**src/hdl/dsre_pkg.sv**
```systemverilog
`timescale 1ns / 1ps

package dsre_pkg;

	localparam int DEPTH_DEF = 512;
	localparam int DATA_W    = 32;
	localparam int CNT_OUT_W = 10;

	// action codes
	localparam logic [3:0] ACT_LOAD    = 4'd0;
	localparam logic [3:0] ACT_SWAP_A  = 4'd1;
	localparam logic [3:0] ACT_SWAP_B  = 4'd2;
	localparam logic [3:0] ACT_SWAP_AB = 4'd3;
	localparam logic [3:0] ACT_ROT_A   = 4'd4;
	localparam logic [3:0] ACT_ROT_B   = 4'd5;
	localparam logic [3:0] ACT_ROT_AB  = 4'd6;
	localparam logic [3:0] ACT_REV_A   = 4'd7;
	localparam logic [3:0] ACT_REV_B   = 4'd8;
	localparam logic [3:0] ACT_REV_AB  = 4'd9;
	localparam logic [3:0] ACT_MOVE_BA = 4'd10;
	localparam logic [3:0] ACT_MOVE_AB = 4'd11;

	// status codes
	localparam logic [1:0] STS_DONE      = 2'd0;
	localparam logic [1:0] STS_IGNORED   = 2'd1;
	localparam logic [1:0] STS_POP_EMPTY = 2'd2;

	typedef struct packed {
		logic [3:0]               action;
		logic signed [DATA_W-1:0] value;
	} req_t;

	typedef struct packed {
		logic [1:0]               status;
		logic signed [DATA_W-1:0] a_top_value;
		logic signed [DATA_W-1:0] b_top_value;
		logic [CNT_OUT_W-1:0]     a_count;
		logic [CNT_OUT_W-1:0]     b_count;
	} rsp_t;

	typedef enum logic [2:0] {
		OP_NONE,
		OP_LOAD,
		OP_SWAP,
		OP_ROT,
		OP_REV,
		OP_MOVE_BA,
		OP_MOVE_AB
	} op_kind_t;

	// classified request as held in the queue
	typedef struct packed {
		op_kind_t                 kind;
		logic                     on_a;
		logic                     on_b;
		logic signed [DATA_W-1:0] value;
	} op_t;

	typedef enum logic [2:0] {
		SC_NONE,
		SC_PUSH,
		SC_POP,
		SC_SWAP,
		SC_ROT,
		SC_REV
	} stk_cmd_t;

	// back end to one stack
	typedef struct packed {
		stk_cmd_t                 cmd;
		logic                     fin;
		logic signed [DATA_W-1:0] push_val;
	} stk_ctl_t;

	// one stack to back end
	typedef struct packed {
		logic                     empty;
		logic                     ge2;
		logic                     full;
		logic signed [DATA_W-1:0] top;
		logic signed [DATA_W-1:0] top_next;
		logic [CNT_OUT_W-1:0]     cnt_next;
	} stk_view_t;

	typedef enum logic {
		BK_IDLE,
		BK_EXEC
	} bk_state_t;

endpackage

```
**src/hdl/dsre_back.sv**
```systemverilog
`timescale 1ns / 1ps

module dsre_back (
	input  logic                clk,
	input  logic                arst_n,
	input  dsre_pkg::op_t       head,
	input  logic                head_valid,
	output logic                pop,
	input  dsre_pkg::stk_view_t a_view,
	input  dsre_pkg::stk_view_t b_view,
	output dsre_pkg::stk_ctl_t  a_ctl,
	output dsre_pkg::stk_ctl_t  b_ctl,
	output logic                rsp_valid,
	input  logic                rsp_stall,
	output dsre_pkg::rsp_t      rsp
);

	dsre_pkg::bk_state_t state_q;
	dsre_pkg::bk_state_t state_d;
	logic                rsp_valid_q;
	dsre_pkg::rsp_t      rsp_q;
	logic                start;
	logic                fin;
	logic [1:0]          status;
	dsre_pkg::stk_cmd_t  sc;
	dsre_pkg::stk_cmd_t  cmd_a;
	dsre_pkg::stk_cmd_t  cmd_b;

	// output slot is free now or is emptied at this edge
	assign start = head_valid && (!rsp_valid_q || !rsp_stall);

	always_comb begin
		state_d = state_q;
		unique case (state_q)
			dsre_pkg::BK_IDLE: begin
				if (start) begin
					state_d = dsre_pkg::BK_EXEC;
				end
			end
			dsre_pkg::BK_EXEC: begin
				state_d = dsre_pkg::BK_IDLE;
			end
			default: begin
				state_d = dsre_pkg::BK_IDLE;
			end
		endcase
	end

	always_comb begin
		fin = 1'b0;
		unique case (state_q)
			dsre_pkg::BK_IDLE: fin = 1'b0;
			dsre_pkg::BK_EXEC: fin = 1'b1;
			default:           fin = 1'b0;
		endcase
	end

	assign pop = fin;

	// per-stack plan from the queue head and the stack fill levels
	always_comb begin
		status = dsre_pkg::STS_IGNORED;
		cmd_a  = dsre_pkg::SC_NONE;
		cmd_b  = dsre_pkg::SC_NONE;
		sc     = dsre_pkg::SC_NONE;
		unique case (head.kind)
			dsre_pkg::OP_SWAP: sc = dsre_pkg::SC_SWAP;
			dsre_pkg::OP_ROT:  sc = dsre_pkg::SC_ROT;
			dsre_pkg::OP_REV:  sc = dsre_pkg::SC_REV;
			default:           sc = dsre_pkg::SC_NONE;
		endcase
		unique case (head.kind) inside
			dsre_pkg::OP_LOAD: begin
				if (!a_view.full) begin
					cmd_a  = dsre_pkg::SC_PUSH;
					status = dsre_pkg::STS_DONE;
				end
			end
			dsre_pkg::OP_SWAP, dsre_pkg::OP_ROT, dsre_pkg::OP_REV: begin
				if (head.on_a) begin
					// both-stack form: B follows only when A succeeds
					if (a_view.ge2) begin
						cmd_a  = sc;
						status = dsre_pkg::STS_DONE;
						if (head.on_b && b_view.ge2) begin
							cmd_b = sc;
						end
					end
				end else if (b_view.ge2) begin
					cmd_b  = sc;
					status = dsre_pkg::STS_DONE;
				end
			end
			dsre_pkg::OP_MOVE_BA: begin
				if (b_view.empty) begin
					status = dsre_pkg::STS_POP_EMPTY;
				end else begin
					// full destination drops the popped entry
					cmd_b = dsre_pkg::SC_POP;
					if (!a_view.full) begin
						cmd_a  = dsre_pkg::SC_PUSH;
						status = dsre_pkg::STS_DONE;
					end
				end
			end
			dsre_pkg::OP_MOVE_AB: begin
				if (a_view.empty) begin
					status = dsre_pkg::STS_POP_EMPTY;
				end else begin
					cmd_a = dsre_pkg::SC_POP;
					if (!b_view.full) begin
						cmd_b  = dsre_pkg::SC_PUSH;
						status = dsre_pkg::STS_DONE;
					end
				end
			end
			default: begin
			end
		endcase
	end

	assign a_ctl.cmd      = cmd_a;
	assign a_ctl.fin      = fin;
	assign a_ctl.push_val = (head.kind == dsre_pkg::OP_MOVE_BA) ? b_view.top : head.value;
	assign b_ctl.cmd      = cmd_b;
	assign b_ctl.fin      = fin;
	assign b_ctl.push_val = a_view.top;

	always_ff @(posedge clk or negedge arst_n) begin
		if (!arst_n) begin
			state_q     <= dsre_pkg::BK_IDLE;
			rsp_valid_q <= 1'b0;
		end else begin
			state_q <= state_d;
			if (fin) begin
				rsp_valid_q <= 1'b1;
			end else if (!rsp_stall) begin
				rsp_valid_q <= 1'b0;
			end
		end
	end

	always_ff @(posedge clk) begin
		if (fin) begin
			rsp_q.status      <= status;
			rsp_q.a_top_value <= a_view.top_next;
			rsp_q.b_top_value <= b_view.top_next;
			rsp_q.a_count     <= a_view.cnt_next;
			rsp_q.b_count     <= b_view.cnt_next;
		end
	end

	assign rsp_valid = rsp_valid_q;
	assign rsp       = rsp_q;

endmodule

```
**config.mk**
```make
export PLATFORM = sky130hd
export DESIGN_NAME = dsre_back
export DESIGN_NICKNAME = d
export VERILOG_FILES = /design/src/hdl/dsre_pkg.sv /design/src/hdl/dsre_back.sv
export SDC_FILE = /design/constraint.sdc
export NUM_CORES = 1
export LEC_CHECK = 0
export BUFFER_PORTS_ARGS = -buffer_cell sky130_fd_sc_hd__buf_2
export CELL_PAD_IN_SITES_DETAIL_PLACEMENT = 1
export CELL_PAD_IN_SITES_GLOBAL_PLACEMENT = 1
export CORE_AREA = 4 4 135 137
export CTS_BUF_LIST = sky130_fd_sc_hd__clkbuf_4 sky130_fd_sc_hd__clkbuf_8 sky130_fd_sc_hd__clkbuf_16
export CTS_CLUSTER_DIAMETER = 150
export DETAILED_ROUTE_END_ITERATION = 12
export DIE_AREA = 0 0 139 141
export PLACE_DENSITY_LB_ADDON = 0.1
export SLEW_MARGIN = 20
export SYNTH_ARGS = -nofsm -noshare
export SYNTH_HDL_FRONTEND = slang
export SYNTH_SLANG_ARGS = --single-unit
```
**constraint.sdc**
```tcl
create_clock -name clk -period 2.9 [get_ports clk]
set_input_delay 0 -clock clk [delete_from_list [all_inputs] [get_ports clk]]
set_output_delay 0 -clock clk [all_outputs]
set_load 0.05 [all_outputs]
```
==> impl_metrics.csv <==
group,metric,value,unit
placement,place_congestion,0.760,
logic_synthesis,synth_edf_count,86,
routing,wl,13300,um
floorplanning,rows,48,
layout,antennaDiodeCount,0,
logic_synthesis,async_flop_share,2.27,%
global_route,grt_antenna_before_repair,2,
clock_network,root_buffer,"clkbuf_16",
sta,clock_skew,0.00855,ns
logic_synthesis,ys.warnings.count,0,
worst_hold_path,hold_start,"a_view[42]",
sta,finalSetupViolCount,0,
power_and_ir_drop,p_leak,0.00290,uW
worst_setup_path,path_cells,"buf_2 -> and2b_1 -> nand2_2 -> buf_4 -> mux2_4 -> buf_2",
power_and_ir_drop,pwr-share-comb,24.9,%
placement,dp_slack,1.19,ns
routing,avgRoutedWirePerCell,17.1,um
sta,rsz0062_at_grt,"false",
worst_setup_path,r2r-start,"state_q$_DFF_PN0_",
power_and_ir_drop,internal_power,2580,uW
routing,drcViolationCount,0,
worst_setup_path,criticalPathCategory,"input pin to primary output",
placement,io_buffers,290,
global_route,grt_pass1_wl,19800,um
placement,dp_hpwl,10600,um
layout,area_growth,74.4,%
sta,holdWs,0.0000220,ns
floorplanning,die_y,141,um
clock_network,cts_setup_buffers,0,
sta,maxSlewViolCount,0,
layout,n_fill_cell,1917,
clock_network,cts_resized,0,
logic_synthesis,synth-seq-area-share,72.5,%
run_status,status,"finished clean",
worst_setup_path,worstPathMaxFanout,17,
sta,maxSlewHeadroom,66.4,%
layout,final_cells,778,
sta,fin_crit_sh,57.5,%
power_and_ir_drop,p_clk_share,33.7,%
sta,tightest_slew,0.503,ns
logic_synthesis,yosys_register_bits,88,
worst_hold_path,hold_class,"input pin to primary output",
worst_setup_path,startpoint_type,"input pin",
global_route,grt_overflow,0,
sta,finalSetupTns,0,ns
logic_synthesis,synth.distinct_cells,29,
sta,clock.fmax,0.599,GHz
power_and_ir_drop,swShare,30.6,%
floorplanning,die_area,19600,um2
worst_hold_path,worstHoldEndpoint,"b_ctl[0]",
floorplanning,ioPinCount,355,
routing,first_pass_iters,4,
power_and_ir_drop,power_density,588,nW/um2
power_and_ir_drop,peakVddDrop,240,uV
floorplanning,core,17100,um2
worst_setup_path,reg2reg_depth,3,
logic_synthesis,synthFlopType,"edfxtp_1",
floorplanning,fp.dieW,139,um
logic_synthesis,synth_area_per_cell,18.8,um2
logic_synthesis,syn-cell-area,3630,um2
run,max-cap-violations,0,
worst_setup_path,r2r_end,"state_q$_DFF_PN0_",
routing,dr.first_iter.drc_count,96,
worst_setup_path,crit_arrival,1.67,ns
global_route,grt_pass1_vias,3432,
routing,viasPerCell,3.93,
clock_network,h-tree-depth,3,
placement,dp.cells,673,
sta,period_needed,1.67,ns
worst_hold_path,hold_path_depth,0,
worst_setup_path,worstPathRequired,2.90,ns
logic_synthesis,syn-num-nets,388,
global_route,grt_max_degree,58,
global_route,track_usage,13.2,%
routing,num_vias,3058,
clock_network,clock_latency,0.34,ns
clock_network,cts_tree,"done",
layout,final_util,37.1,%
layout,drive_gt1_share,62.6,%
layout,final_nets,743,
power_and_ir_drop,p_sw,1140,uW
sta,hold_viol,0,
worst_setup_path,rrSetupSlack,1.38,ns
worst_setup_path,end_kind,"primary output",
sta,worst_slack,1.23,ns
clock_network,cts_hold_buffers,89,
clock_network,clock-sinks,88,
worst_setup_path,path_common_cell,"buf_2",
worst_setup_path,slowest_delay,0.39,ns
routing,ant_nets,0,
floorplanning,initial_core_util,21.3,%
clock_network,clock_path_buffers,2,
power_and_ir_drop,seqPwrFrac,41.4,%
worst_setup_path,cpMaxStageDelayCell,"nand2_2",
logic_synthesis,synthesis.instances,193,
clock_network,cts_inserted_buffers,9,
-- flip-flops by register name, indices dropped and copies added (netlist names) --
name	count
rsp	86
rsp_valid	1
state_q	1
-- through the flow --
stage	area [um2]	total power (uW)
floorplan	3630	2270
global placement	5110	2400
detailed placement	5110	2410
CTS	6330	3800
global route	6330	3890
finish	6330	3720
-- worst max-delay path: cells and delay by family --
kind	cells	cell delay (ns)
buffers and inverters	3	0.72
multiplexers	1	0.31
AND/OR/NAND/NOR	2	0.62
-- Yosys cell counts, types with 2 or more instances --
cell type	n	area [um2]
nand2b_1	2	12.5
nand2_1	5	18.8
edfxtp_1	86	2580
buf_6	3	33.8
clkbuf_1	2	7.51
nor2_1	4	15.0
mux2_4	29	435
nand4b_1	2	17.5
o32ai_1	2	17.5
mux2_2	4	45.0
buf_4	34	255
dfrtp_1	2	50.1
a21boi_0	2	15.0
-- layout make-up --
type	instances	area [um2]	area share, %
clock buffer	10	233	3.68
timing repair buffer	383	2380	37.7
inverter	1	3.75	0.0593
sequential	88	2640	41.7
clock inverter	6	92.6	1.46
multi-input combinational	65	697	11.0
tap	225	282	4.45
-- per-layer routing --
metal  part of all wire, %  GRT usage [%]
met3                   8.0           3.90
met2                    51           23.3
met5                  0.19              0
met4                   3.5           6.54
met1                    37           14.3
-- cell families (layout without fill, tap and decap cells) --
kind of cell,Yosys count,after routing,synth area share [%]
AO/OA/AOI/OAI,12,12,2.65
flip-flops,88,88,72.5
multiplexers,34,34,13.5
AND/OR/NAND/NOR,19,19,3.03
buffers and inverters,40,400,8.27
-- placed cells by master, fill, tap and decap left out, types with 2 or more instances in the layout --
cell / Yosys / final
buf_2: 0 / 290
dlygate4sd3_1: 0 / 89
edfxtp_1: 86 / 86
mux2_4: 29 / 29
clkbuf_16: 0 / 9
nand2_1: 5 / 5
mux2_2: 4 / 4
nor2_1: 4 / 4
buf_4: 34 / 3
nand2b_1: 2 / 2
nand4b_1: 2 / 2
o32ai_1: 2 / 2
a21boi_0: 2 / 2
bufinv_16: 0 / 2
-- power groups by stage --
stage / registers, uW / clock network, uW / logic (uW)
2_1_floorplan: 1910 / 0 / 355
3_3_place_gp: 1570 / 0 / 832
3_5_place_dp: 1570 / 0 / 836
4_1_cts: 1540 / 1320 / 939
5_1_grt: 1550 / 1360 / 973
6_report: 1540 / 1260 / 926
-- worst max-delay path by stage --
stage	from	end	slack, ns
floorplan	state_q$_DFF_PN0_	a_ctl[32]	0.04
global placement	head[35]	a_ctl[10]	1.23
detailed placement	head[35]	a_ctl[3]	1.19
CTS	state_q$_DFF_PN0_	a_ctl[32]	1.18
global route	head[35]	a_ctl[6]	1.09
finish	head[35]	a_ctl[3]	1.23
No activity file was read; power rests on OpenSTA's default activity.
