<file path="src/hdl/dsre_pkg.sv">
`timescale 1ns / 1ps

package dsre_pkg;

	localparam int DEPTH_DEF = 512;
	localparam int DATA_W    = 32;
	localparam int CNT_OUT_W = 10;

	// action codes
	localparam logic [3:0] ACT_LOAD    = 4'd0;
	localparam logic [3:0] ACT_SWAP_A  = 4'd1;
	localparam logic [3:0] ACT_SWAP_B  = 4'd2;
	localparam logic [3:0] ACT_SWAP_AB = 4'd3;
	localparam logic [3:0] ACT_ROT_A   = 4'd4;
	localparam logic [3:0] ACT_ROT_B   = 4'd5;
	localparam logic [3:0] ACT_ROT_AB  = 4'd6;
	localparam logic [3:0] ACT_REV_A   = 4'd7;
	localparam logic [3:0] ACT_REV_B   = 4'd8;
	localparam logic [3:0] ACT_REV_AB  = 4'd9;
	localparam logic [3:0] ACT_MOVE_BA = 4'd10;
	localparam logic [3:0] ACT_MOVE_AB = 4'd11;

	// status codes
	localparam logic [1:0] STS_DONE      = 2'd0;
	localparam logic [1:0] STS_IGNORED   = 2'd1;
	localparam logic [1:0] STS_POP_EMPTY = 2'd2;

	typedef struct packed {
		logic [3:0]               action;
		logic signed [DATA_W-1:0] value;
	} req_t;

	typedef struct packed {
		logic [1:0]               status;
		logic signed [DATA_W-1:0] a_top_value;
		logic signed [DATA_W-1:0] b_top_value;
		logic [CNT_OUT_W-1:0]     a_count;
		logic [CNT_OUT_W-1:0]     b_count;
	} rsp_t;

	typedef enum logic [2:0] {
		OP_NONE,
		OP_LOAD,
		OP_SWAP,
		OP_ROT,
		OP_REV,
		OP_MOVE_BA,
		OP_MOVE_AB
	} op_kind_t;

	// classified request as held in the queue
	typedef struct packed {
		op_kind_t                 kind;
		logic                     on_a;
		logic                     on_b;
		logic signed [DATA_W-1:0] value;
	} op_t;

	typedef enum logic [2:0] {
		SC_NONE,
		SC_PUSH,
		SC_POP,
		SC_SWAP,
		SC_ROT,
		SC_REV
	} stk_cmd_t;

	// back end to one stack
	typedef struct packed {
		stk_cmd_t                 cmd;
		logic                     fin;
		logic signed [DATA_W-1:0] push_val;
	} stk_ctl_t;

	// one stack to back end
	typedef struct packed {
		logic                     empty;
		logic                     ge2;
		logic                     full;
		logic signed [DATA_W-1:0] top;
		logic signed [DATA_W-1:0] top_next;
		logic [CNT_OUT_W-1:0]     cnt_next;
	} stk_view_t;

	typedef enum logic {
		BK_IDLE,
		BK_EXEC
	} bk_state_t;

endpackage

</file>
<file path="src/hdl/dsre_front.sv">
`timescale 1ns / 1ps

module dsre_front (
	input  logic            clk,
	input  logic            arst_n,
	input  logic            req_valid,
	output logic            req_stall,
	input  dsre_pkg::req_t  req,
	input  logic            pop,
	output dsre_pkg::op_t   head,
	output logic            head_valid
);

	dsre_pkg::op_t q_q [2];
	logic          wr_ptr_q;
	logic          rd_ptr_q;
	logic [1:0]    cnt_q;
	dsre_pkg::op_t op_dec;
	logic          push;

	always_comb begin
		op_dec.kind  = dsre_pkg::OP_NONE;
		op_dec.on_a  = 1'b0;
		op_dec.on_b  = 1'b0;
		op_dec.value = req.value;
		unique case (req.action) inside
			dsre_pkg::ACT_LOAD: begin
				op_dec.kind = dsre_pkg::OP_LOAD;
				op_dec.on_a = 1'b1;
			end
			dsre_pkg::ACT_SWAP_A, dsre_pkg::ACT_SWAP_B, dsre_pkg::ACT_SWAP_AB: begin
				op_dec.kind = dsre_pkg::OP_SWAP;
			end
			dsre_pkg::ACT_ROT_A, dsre_pkg::ACT_ROT_B, dsre_pkg::ACT_ROT_AB: begin
				op_dec.kind = dsre_pkg::OP_ROT;
			end
			dsre_pkg::ACT_REV_A, dsre_pkg::ACT_REV_B, dsre_pkg::ACT_REV_AB: begin
				op_dec.kind = dsre_pkg::OP_REV;
			end
			dsre_pkg::ACT_MOVE_BA: begin
				op_dec.kind = dsre_pkg::OP_MOVE_BA;
			end
			dsre_pkg::ACT_MOVE_AB: begin
				op_dec.kind = dsre_pkg::OP_MOVE_AB;
			end
			default: begin
				op_dec.kind = dsre_pkg::OP_NONE;
			end
		endcase
		// stack selection for swap / rotate / reverse
		unique case (req.action) inside
			dsre_pkg::ACT_SWAP_A, dsre_pkg::ACT_ROT_A, dsre_pkg::ACT_REV_A: begin
				op_dec.on_a = 1'b1;
			end
			dsre_pkg::ACT_SWAP_B, dsre_pkg::ACT_ROT_B, dsre_pkg::ACT_REV_B: begin
				op_dec.on_b = 1'b1;
			end
			dsre_pkg::ACT_SWAP_AB, dsre_pkg::ACT_ROT_AB, dsre_pkg::ACT_REV_AB: begin
				op_dec.on_a = 1'b1;
				op_dec.on_b = 1'b1;
			end
			default: begin
			end
		endcase
	end

	assign req_stall  = (cnt_q == 2'd2);
	assign push       = req_valid && !req_stall;
	assign head       = q_q[rd_ptr_q];
	assign head_valid = (cnt_q != 2'd0);

	always_ff @(posedge clk) begin
		if (push) begin
			q_q[wr_ptr_q] <= op_dec;
		end
	end

	always_ff @(posedge clk or negedge arst_n) begin
		if (!arst_n) begin
			wr_ptr_q <= 1'b0;
			rd_ptr_q <= 1'b0;
			cnt_q    <= 2'd0;
		end else begin
			if (push) begin
				wr_ptr_q <= !wr_ptr_q;
			end
			if (pop) begin
				rd_ptr_q <= !rd_ptr_q;
			end
			cnt_q <= cnt_q + {1'b0, push} - {1'b0, pop};
		end
	end

endmodule

</file>
<file path="config.mk">
export PLATFORM = sky130hd
export DESIGN_NAME = dsre_front
export DESIGN_NICKNAME = d
export VERILOG_FILES = /design/src/hdl/dsre_pkg.sv /design/src/hdl/dsre_front.sv
export SDC_FILE = /design/constraint.sdc
export NUM_CORES = 1
export LEC_CHECK = 0
export BUFFER_PORTS_ARGS = -buffer_cell sky130_fd_sc_hd__buf_2
export CORE_ASPECT_RATIO = 2
export CORE_MARGIN = 4
export CORE_UTILIZATION = 50
export DETAILED_ROUTE_END_ITERATION = 6
export HOLD_SLACK_MARGIN = 0.06
export PLACE_DENSITY = 0.83
export SETUP_SLACK_MARGIN = 0.4
export SLEW_MARGIN = 40
export SYNTH_ARGS = -nofsm -noshare
export SYNTH_HDL_FRONTEND = slang
export SYNTH_SLANG_ARGS = --single-unit
</file>
<file path="constraint.sdc">
create_clock -name clk -period 3.4 [get_ports clk]
set_input_delay 0.17 -clock clk [delete_from_list [all_inputs] [get_ports clk]]
set_output_delay 0.17 -clock clk [all_outputs]
set_load 0.01 [all_outputs]
</file>
==> summary.log, run 1 <==
INFO  drt            drcViolationCount=0
INFO  setup_path     worst_ep_required_time=3.23ns
INFO  pwr            power_leakage=1.677nW
INFO  yosys          synth.yosys.seq_area_share=75.85%
INFO  sta            rsz0062_at_grt=no
INFO  setup_path     timing_worst_setup_path_type=reg2out
INFO  clock_network  cts_tree=built
INFO  final_layout   final_common_cell=sky130_fd_sc_hd__buf_2
INFO  grt            grt-ovfl-total=0
INFO  clock_network  tritoncts.num_buffers=9
INFO  placed_design  placement.setup.worst_slack=1.730ns
INFO  yosys          mapped_area=3062um^2
INFO  sta            maxSlewViolCount=0
INFO  yosys          synth_ff_type=sky130_fd_sc_hd__edfxtp_1
INFO  sta            worst_margin_slew=0.6112ns
INFO  final_layout   final_layout_size_suffix_gt1_share=49.45%
INFO  pwr            vdd.ir_drop.worst=0.5635mV
INFO  clock_network  ctsRootBufferMaster=sky130_fd_sc_hd__clkbuf_16
INFO  sta            finalCriticalPeriod=1.879ns
INFO  yosys          netlist.area_leader.share=72.58%
INFO  grt            grt_start_max_net_pins=39
INFO  drt            drt-pass1-iter-count=4
INFO  sta            fin_ws=1.521ns
INFO  sta            fin_worst_skew=0.004321ns
INFO  final_layout   insertedDiodeCount=0
INFO  setup_path     worstPathArrival=1.71ns
INFO  grt            vias_in_the_first_global_route=1849
INFO  final_layout   layout.area.seq=2326um^2
INFO  job            maxCapViolations=0
INFO  drt            total_routed_wirelength=5319um
INFO  yosys          synthDominantAreaCellType=sky130_fd_sc_hd__edfxtp_1
INFO  yosys          flop_and_latch_count_out_of_synthesis=78
INFO  sta            setup_viol_count_final=0
INFO  sta            headroom_to_the_max_slew_limit=59.25%
INFO  sta            timing.setup.tns=0ns
INFO  yosys          post_synth.cell_area_avg=20.41um^2
INFO  final_layout   multi_input_area=694.4um^2
INFO  floorplan      top_level_ports=79
INFO  sta            timing.final.crit_share=55.27%
INFO  clock_network  cts_sinks=78
INFO  clock_network  post_cts_resize_count=0
INFO  clock_network  htree_num_levels=3
INFO  clock_network  cts-hold-fix-buffers=34
INFO  placed_design  place_congestion=0.6760
INFO  grt            grt_pass1_wl=8832um
INFO  clock_network  post-cts-setup-buffers=0
INFO  yosys          synth.net_count=192
INFO  placed_design  dp.final_hpwl=3428um
INFO  floorplan      die-width=63.33um
INFO  yosys          synth_warnings=0
INFO  setup_path     critical_path_peak_fanout=38
INFO  final_layout   synthToLayoutAreaGrowth=36.86%
INFO  yosys          synthCells=150
INFO  final_layout   num-fill-cells=369
INFO  setup_path     end_kind=output port
INFO  pwr            pwr_density_cell=811.7nW/um^2
INFO  placed_design  place.port_buffers=78
INFO  floorplan      fp.dieArea=7515um^2
INFO  floorplan      placeableCoreArea=5956um^2
INFO  drt            drt_iter0_drc=86
INFO  grt            grt.total_usage=15.41%
INFO  drt            wl_per_cell=15.74um
INFO  yosys          synth_edf_count=74
INFO  yosys          synth-async-reset-ratio=5.128%
INFO  final_layout   design.final.nets=312
INFO  floorplan      placementRows=40
INFO  min_path       holdCritPathClass=in2async
INFO  yosys          synth_cell_types=24
INFO  final_layout   layout_common_cells=sky130_fd_sc_hd__buf_2 (78), sky130_fd_sc_hd__edfxtp_1 (74), sky130_fd_sc_hd__dlygate4sd3_1 (34), sky130_fd_sc_hd__mux2_4 (20), sky130_fd_sc_hd__mux2_2 (17)
INFO  clock_network  clk_buf_depth=2
INFO  setup_path     startpoint_type=flip-flop
INFO  sta            max_clock_freq=532.1MHz
INFO  grt            grt_antenna_before_repair=0
INFO  floorplan      floorplan.die.height=118.7um
INFO  yosys          netlist_top_cells_area=sky130_fd_sc_hd__edfxtp_1 (73%), sky130_fd_sc_hd__mux2_4 (9.8%), sky130_fd_sc_hd__mux2_2 (6.3%)
INFO  pwr            totalPowerFinal=3.401mW
INFO  drt            avgViaCountPerCell=5.047
INFO  floorplan      floorplan.initialDensity=51.41%
INFO  sta            report.final.hold_viol_count=0
INFO  status         run_status=complete, no violations
INFO  clock_network  worst_setup_hold_path_clk_slew=0.05ns
INFO  clock_network  skew_pair_late_insertion_delay=0.32ns
INFO  drt            route.vias.total=1706
INFO  drt            antenna_violating_nets_post_route=0
through the flow:
stage                     cell area [um^2]  hold slack (ns)  util (%)  instances
final                                 4190           0.1835     70.36        338
after global routing                  4190           0.1966     70.36        338
after CTS                             4190           0.1645     70.36        338
after detailed placement              3543         -0.02140     59.50        288
after floorplan                       3062          -0.1256         -        150
after global placement                3495         -0.02204     58.68        286
cell usage after synthesis, types with 2 or more instances:
library cell,instances
sky130_fd_sc_hd__buf_6,3
sky130_fd_sc_hd__nand2b_1,3
sky130_fd_sc_hd__nor2_1,4
sky130_fd_sc_hd__mux2_4,20
sky130_fd_sc_hd__mux2_2,17
sky130_fd_sc_hd__dfrtp_1,4
sky130_fd_sc_hd__nand2_1,2
sky130_fd_sc_hd__nor2b_1,2
sky130_fd_sc_hd__edfxtp_1,74
sky130_fd_sc_hd__inv_1,3
sky130_fd_sc_hd__ha_1,2
sky130_fd_sc_hd__xnor2_1,3
sky130_fd_sc_hd__xor2_1,2
cells by family (layout without fill, tap and decap cells):
group                      after synthesis  count (layout)  synth area share, %
AOI/OAI and AO/OA                        5               5                1.267
muxes                                   37              37                16.06
adders and majority gates                3               3                1.185
DFF                                     78              78                75.85
buffers and inverters                    8             133                1.880
xor gates and xnor gates                 5               5                1.431
and+or+nand+nor                         14              14                2.329
worst max-delay path, stage by stage (launching register included):
cell and delay (ns):
sky130_fd_sc_hd__dfrtp_4 0.83, sky130_fd_sc_hd__mux2_2 0.42, sky130_fd_sc_hd__buf_2 0.14
sequential cells by signal, summed over array words and instances (netlist names):
name	cells
wr_ptr_q	1
cnt_q	2
q_q	74
rd_ptr_q	1
per-layer routing:
layer | wire length (um) | up-vias | global-route usage (%) | part of all wire [%]
met5 | 0 | - | 0 | 0
met4 | 63 | 0 | 6.901 | 1.2
met3 | 252 | 6 | 3.897 | 4.7
met2 | 3000 | 52 | 27.37 | 56
met1 | 2002 | 832 | 16.85 | 38
li1 | - | 816 | - | -
layout make-up:
cell class                 count  area share (%)
clock buffer                  11           5.554
sequential                    78           55.51
tap                           63           1.881
timing repair buffer         114           18.45
clock inverter                 5           1.762
multi-input combinational     64           16.57
inverter                       3          0.2687
power breakdown:
| group | switching (mW) | leakage [nW] | internal, mW | total [mW] |
|---|---|---|---|---|
| Sequential | 0.166 | 0.734 | 1.32 | 1.49 |
| Clock | 0.318 | 0.151 | 0.637 | 0.955 |
| Combinational | 0.421 | 0.792 | 0.536 | 0.956 |
| Total | 0.905 | 1.68 | 2.50 | 3.40 |
path summary, 6_finish.rpt:
path                       startpoint         end  slack, ns  depth (start not counted)
min                            arst_n    cnt_q[1]       0.18                          2
max reg2reg                  cnt_q[1]   q_q[0][8]       1.73                          5
max                          rd_ptr_q    head[30]       1.52                          2
max in group asynchronous      arst_n    rd_ptr_q       3.08                          2
min reg2reg                  cnt_q[0]    cnt_q[0]       0.52                          1
min in group clk              req[35]  q_q[1][34]       0.25                          2
Power figures use the tool's default switching activity.
==> run 2, diff against run 1 <==
==> constraint.sdc (replaced) <==
create_clock -name clk -period 1.95 [get_ports clk]
set_input_delay 0.0975 -clock clk [delete_from_list [all_inputs] [get_ports clk]]
set_output_delay 0.0975 -clock clk [all_outputs]
set_load 0.01 [all_outputs]
==> run 2 against run 1 <==
Wire length grew 8.7%. Count of clock-buffer cells in the layout shrank 2. Worst setup slack lost 1.2 ns. Total power grew 77%. Flip-flop and latch count is the same. Design area grew 1.6%. Highest routed layer unchanged.
==> summary.log, run 2 (synthesis results as in run 1) <==
INFO  floorplan      floorplan.die.height=118.7um [unchanged]
INFO  final_layout   num-fill-cells=371 [+0.54%]
INFO  pwr            vdd.ir_drop.worst=0.9188mV [+63%]
INFO  pwr            power_leakage=1.728nW [+3.1%]
INFO  sta            timing.setup.tns=0ns [unchanged]
INFO  setup_path     timing_worst_setup_path_type=reg2out
INFO  sta            max_clock_freq=631.6MHz
INFO  setup_path     end_kind=output port
INFO  clock_network  htree_num_levels=3 [unchanged]
INFO  setup_path     r2r.worst_path.cells=7 [+2]
INFO  final_layout   design.final.nets=323 [+3.5%]
INFO  pwr            p_switching=1.643mW [+82%]
INFO  drt            drcViolationCount=0 [unchanged]
INFO  setup_path     path_cells=buf_12 > mux2_4 > buf_2
INFO  setup_path     critical_path.top_delay_family=flip-flops
INFO  setup_path     regToRegSetupSlack=0.47ns [-1.26 ns]
INFO  setup_path     worstPathArrival=1.49ns [-0.22 ns]
INFO  placed_design  place.port_buffers=78 [unchanged]
INFO  placed_design  place_congestion=0.7413 [+9.7%]
INFO  sta            timing.final.crit_share=81.19%
INFO  final_layout   largest_register_ff_count=74 [unchanged]
INFO  final_layout   max_flop_register=q_q
INFO  grt            grt_start_max_net_pins=20 [-49%]
INFO  setup_path     startpoint_type=flip-flop
INFO  sta            rsz0062_at_grt=yes
INFO  drt            drt_iter0_drc=36 [-58%]
INFO  grt            grt_antenna_before_repair=0 [unchanged]
INFO  final_layout   synthToLayoutAreaGrowth=38.99%
INFO  final_layout   insertedDiodeCount=0 [unchanged]
INFO  pwr            pwr_density_cell=1411nW/um^2 [+74%]
INFO  job            maxCapViolations=0 [unchanged]
INFO  clock_network  clk_buf_depth=2 [unchanged]
INFO  final_layout   layout_common_cells=sky130_fd_sc_hd__buf_2 (78), sky130_fd_sc_hd__edfxtp_1 (74), sky130_fd_sc_hd__dlygate4sd3_1 (34), sky130_fd_sc_hd__mux2_4 (20), sky130_fd_sc_hd__mux2_2 (17)
INFO  setup_path     critical_path_peak_fanout=15 [-61%]
INFO  drt            total_routed_wirelength=5782um [+8.7%]
INFO  status         run_status=complete, no violations
INFO  pwr            power_frac_comb=33.6% [+5.5 points]
INFO  setup_path     worst_setup_path_startpoint=rd_ptr_q
INFO  pwr            p_seq_share=40.9% [-2.9 points]
INFO  final_layout   final_layout_size_suffix_gt1_share=51.75% [+2.3 points]
INFO  final_layout   biggestRegsByFlops=q_q (74), cnt_q (2)
INFO  clock_network  ctsRootBufferMaster=sky130_fd_sc_hd__clkbuf_16
INFO  sta            setup_viol_count_final=0 [unchanged]
INFO  setup_path     timing.critical_path.slowest_stage_cell=sky130_fd_sc_hd__dfrtp_4
INFO  sta            headroom_to_the_max_slew_limit=81.26% [+22 points]
INFO  pwr            totalPowerFinal=6.005mW [+77%]
INFO  setup_path     regToRegStartpoint=cnt_q[1]
INFO  clock_network  skew_pair_late_insertion_delay=0.32ns [about the same]
INFO  sta            report.final.hold_viol_count=0 [unchanged]
INFO  pwr            clockPowerShare=25.5% [-2.6 points]
INFO  pwr            internal_power=4.362mW [+75%]
INFO  sta            fin_worst_skew=0.006055ns [+0.001734 ns]
INFO  grt            grt_pass1_wl=9142um [+3.5%]
INFO  drt            avgViaCountPerCell=4.989 [-1.2%]
INFO  floorplan      fp.dieArea=7515um^2 [unchanged]
INFO  pwr            netSwitchingFraction=27.36% [+0.76 points]
INFO  drt            route.vias.total=1741 [+2.1%]
INFO  sta            worst_margin_slew=0.2793ns [-0.3319 ns]
INFO  setup_path     worst_ep_required_time=1.85ns [-1.38 ns]
INFO  drt            antenna_violating_nets_post_route=0 [unchanged]
INFO  floorplan      top_level_ports=79 [unchanged]
INFO  clock_network  worst_setup_hold_path_clk_slew=0.06ns [about the same]
INFO  drt            wl_per_cell=16.57um [+5.3%]
INFO  floorplan      placementRows=40 [unchanged]
INFO  placed_design  dp.final_hpwl=3693um [+7.7%]
INFO  min_path       holdCritPathClass=in2reg
INFO  drt            drt-pass1-iter-count=4 [unchanged]
INFO  setup_path     reg2reg_to=cnt_q[1]
INFO  setup_path     crit_path_max_incr_delay=0.53ns [-0.30 ns]
INFO  grt            grt-ovfl-total=0 [unchanged]
INFO  clock_network  tritoncts.num_buffers=9 [unchanged]
INFO  final_layout   final_common_cell=sky130_fd_sc_hd__buf_2
INFO  grt            vias_in_the_first_global_route=1825 [-1.3%]
INFO  clock_network  cts_sinks=78 [unchanged]
INFO  setup_path     critical_path.n_buffers_inverters=2 [+1]
INFO  floorplan      floorplan.initialDensity=51.41% [unchanged]
INFO  sta            maxSlewViolCount=0 [unchanged]
INFO  grt            grt.total_usage=16.30% [+0.89 points]
INFO  floorplan      die-width=63.33um [unchanged]
INFO  setup_path     path_depth=3 [+1]
INFO  sta            finalCriticalPeriod=1.583ns
INFO  setup_path     endpoint=head[19]
INFO  floorplan      placeableCoreArea=5956um^2 [unchanged]
INFO  clock_network  cts_tree=built
==> run 2: changes by cell type in the layout (fill, tap and decap cells not counted), moves of 2 or more <==
cell	before	now
sky130_fd_sc_hd__buf_12	0	2
sky130_fd_sc_hd__buf_4	0	11
sky130_fd_sc_hd__clkbuf_1	2	0
sky130_fd_sc_hd__clkinv_1	1	4
==> run 2: worst min path at each step <==
stage | from | to | slack (ns) | cells after the start
2_1_floorplan | arst_n | cnt_q[0] | -0.20 | 0
3_3_place_gp | arst_n | cnt_q[0] | -0.09 | 1
3_5_place_dp | arst_n | wr_ptr_q | -0.09 | 1
4_1_cts | req_valid | wr_ptr_q | 0.09 | 3
5_1_grt | req_valid | wr_ptr_q | 0.09 | 3
6_report | req_valid | wr_ptr_q | 0.09 | 3
==> run 2: layout make-up <==
type                    instances  area (um^2)  share of cell area, %
flip-flops and latches         78         2326                  54.66
repair buffers                125        853.3                  20.05
multi-input cells              64        705.7                  16.58
clock buffers                   9        225.2                  5.293
well taps                      63        78.83                  1.852
clock inverters                 7        55.05                  1.294
inverters                       3        11.26                 0.2646
==> run 2: through the flow <==
step           setup WS (ns)  instances  hold slack, ns  utilization [%]  area, um^2
2_1_floorplan         0.3809        150         -0.1981                -        3073
3_3_place_gp          0.4254        292        -0.08724            59.68        3555
3_5_place_dp          0.4016        292        -0.08714            59.68        3555
4_1_cts               0.3508        345         0.08722            70.59        4204
5_1_grt               0.3257        349         0.09033            71.45        4255
6_report              0.3668        349         0.08560            71.45        4255
==> run 2: tightest hold or removal path: stages <==
cell and delay [ns]:
sky130_fd_sc_hd__buf_2 0.12, sky130_fd_sc_hd__nand2_4 0.09, sky130_fd_sc_hd__xnor2_1 0.06
==> run 2: what timing repair did <==
action	4_1_cts	5_1_grt
setup endpoints to repair	37	37
pin swaps	0	2
hold endpoints to repair	69	0
buffers inserted	3	4
resized for setup	1	4
hold buffers	34	0
==> run 2: power by group through the flow <==
stage / sequential, mW / clock, mW / combinational, mW
floorplan: 2.42 / 0 / 1.25
global placement: 2.52 / 0 / 1.72
detailed placement: 2.55 / 0 / 1.74
CTS: 2.45 / 1.56 / 1.94
global route: 2.49 / 1.63 / 2.17
finish: 2.46 / 1.53 / 2.02
==> run 2: metal layers <==
layer	wire length [um]	vias to the layer above	track usage [%]
li1	-	843	-
met1	2065	837	17.74
met2	3302	53	28.88
met3	323	8	4.087
met4	91	0	7.713
met5	0	-	0
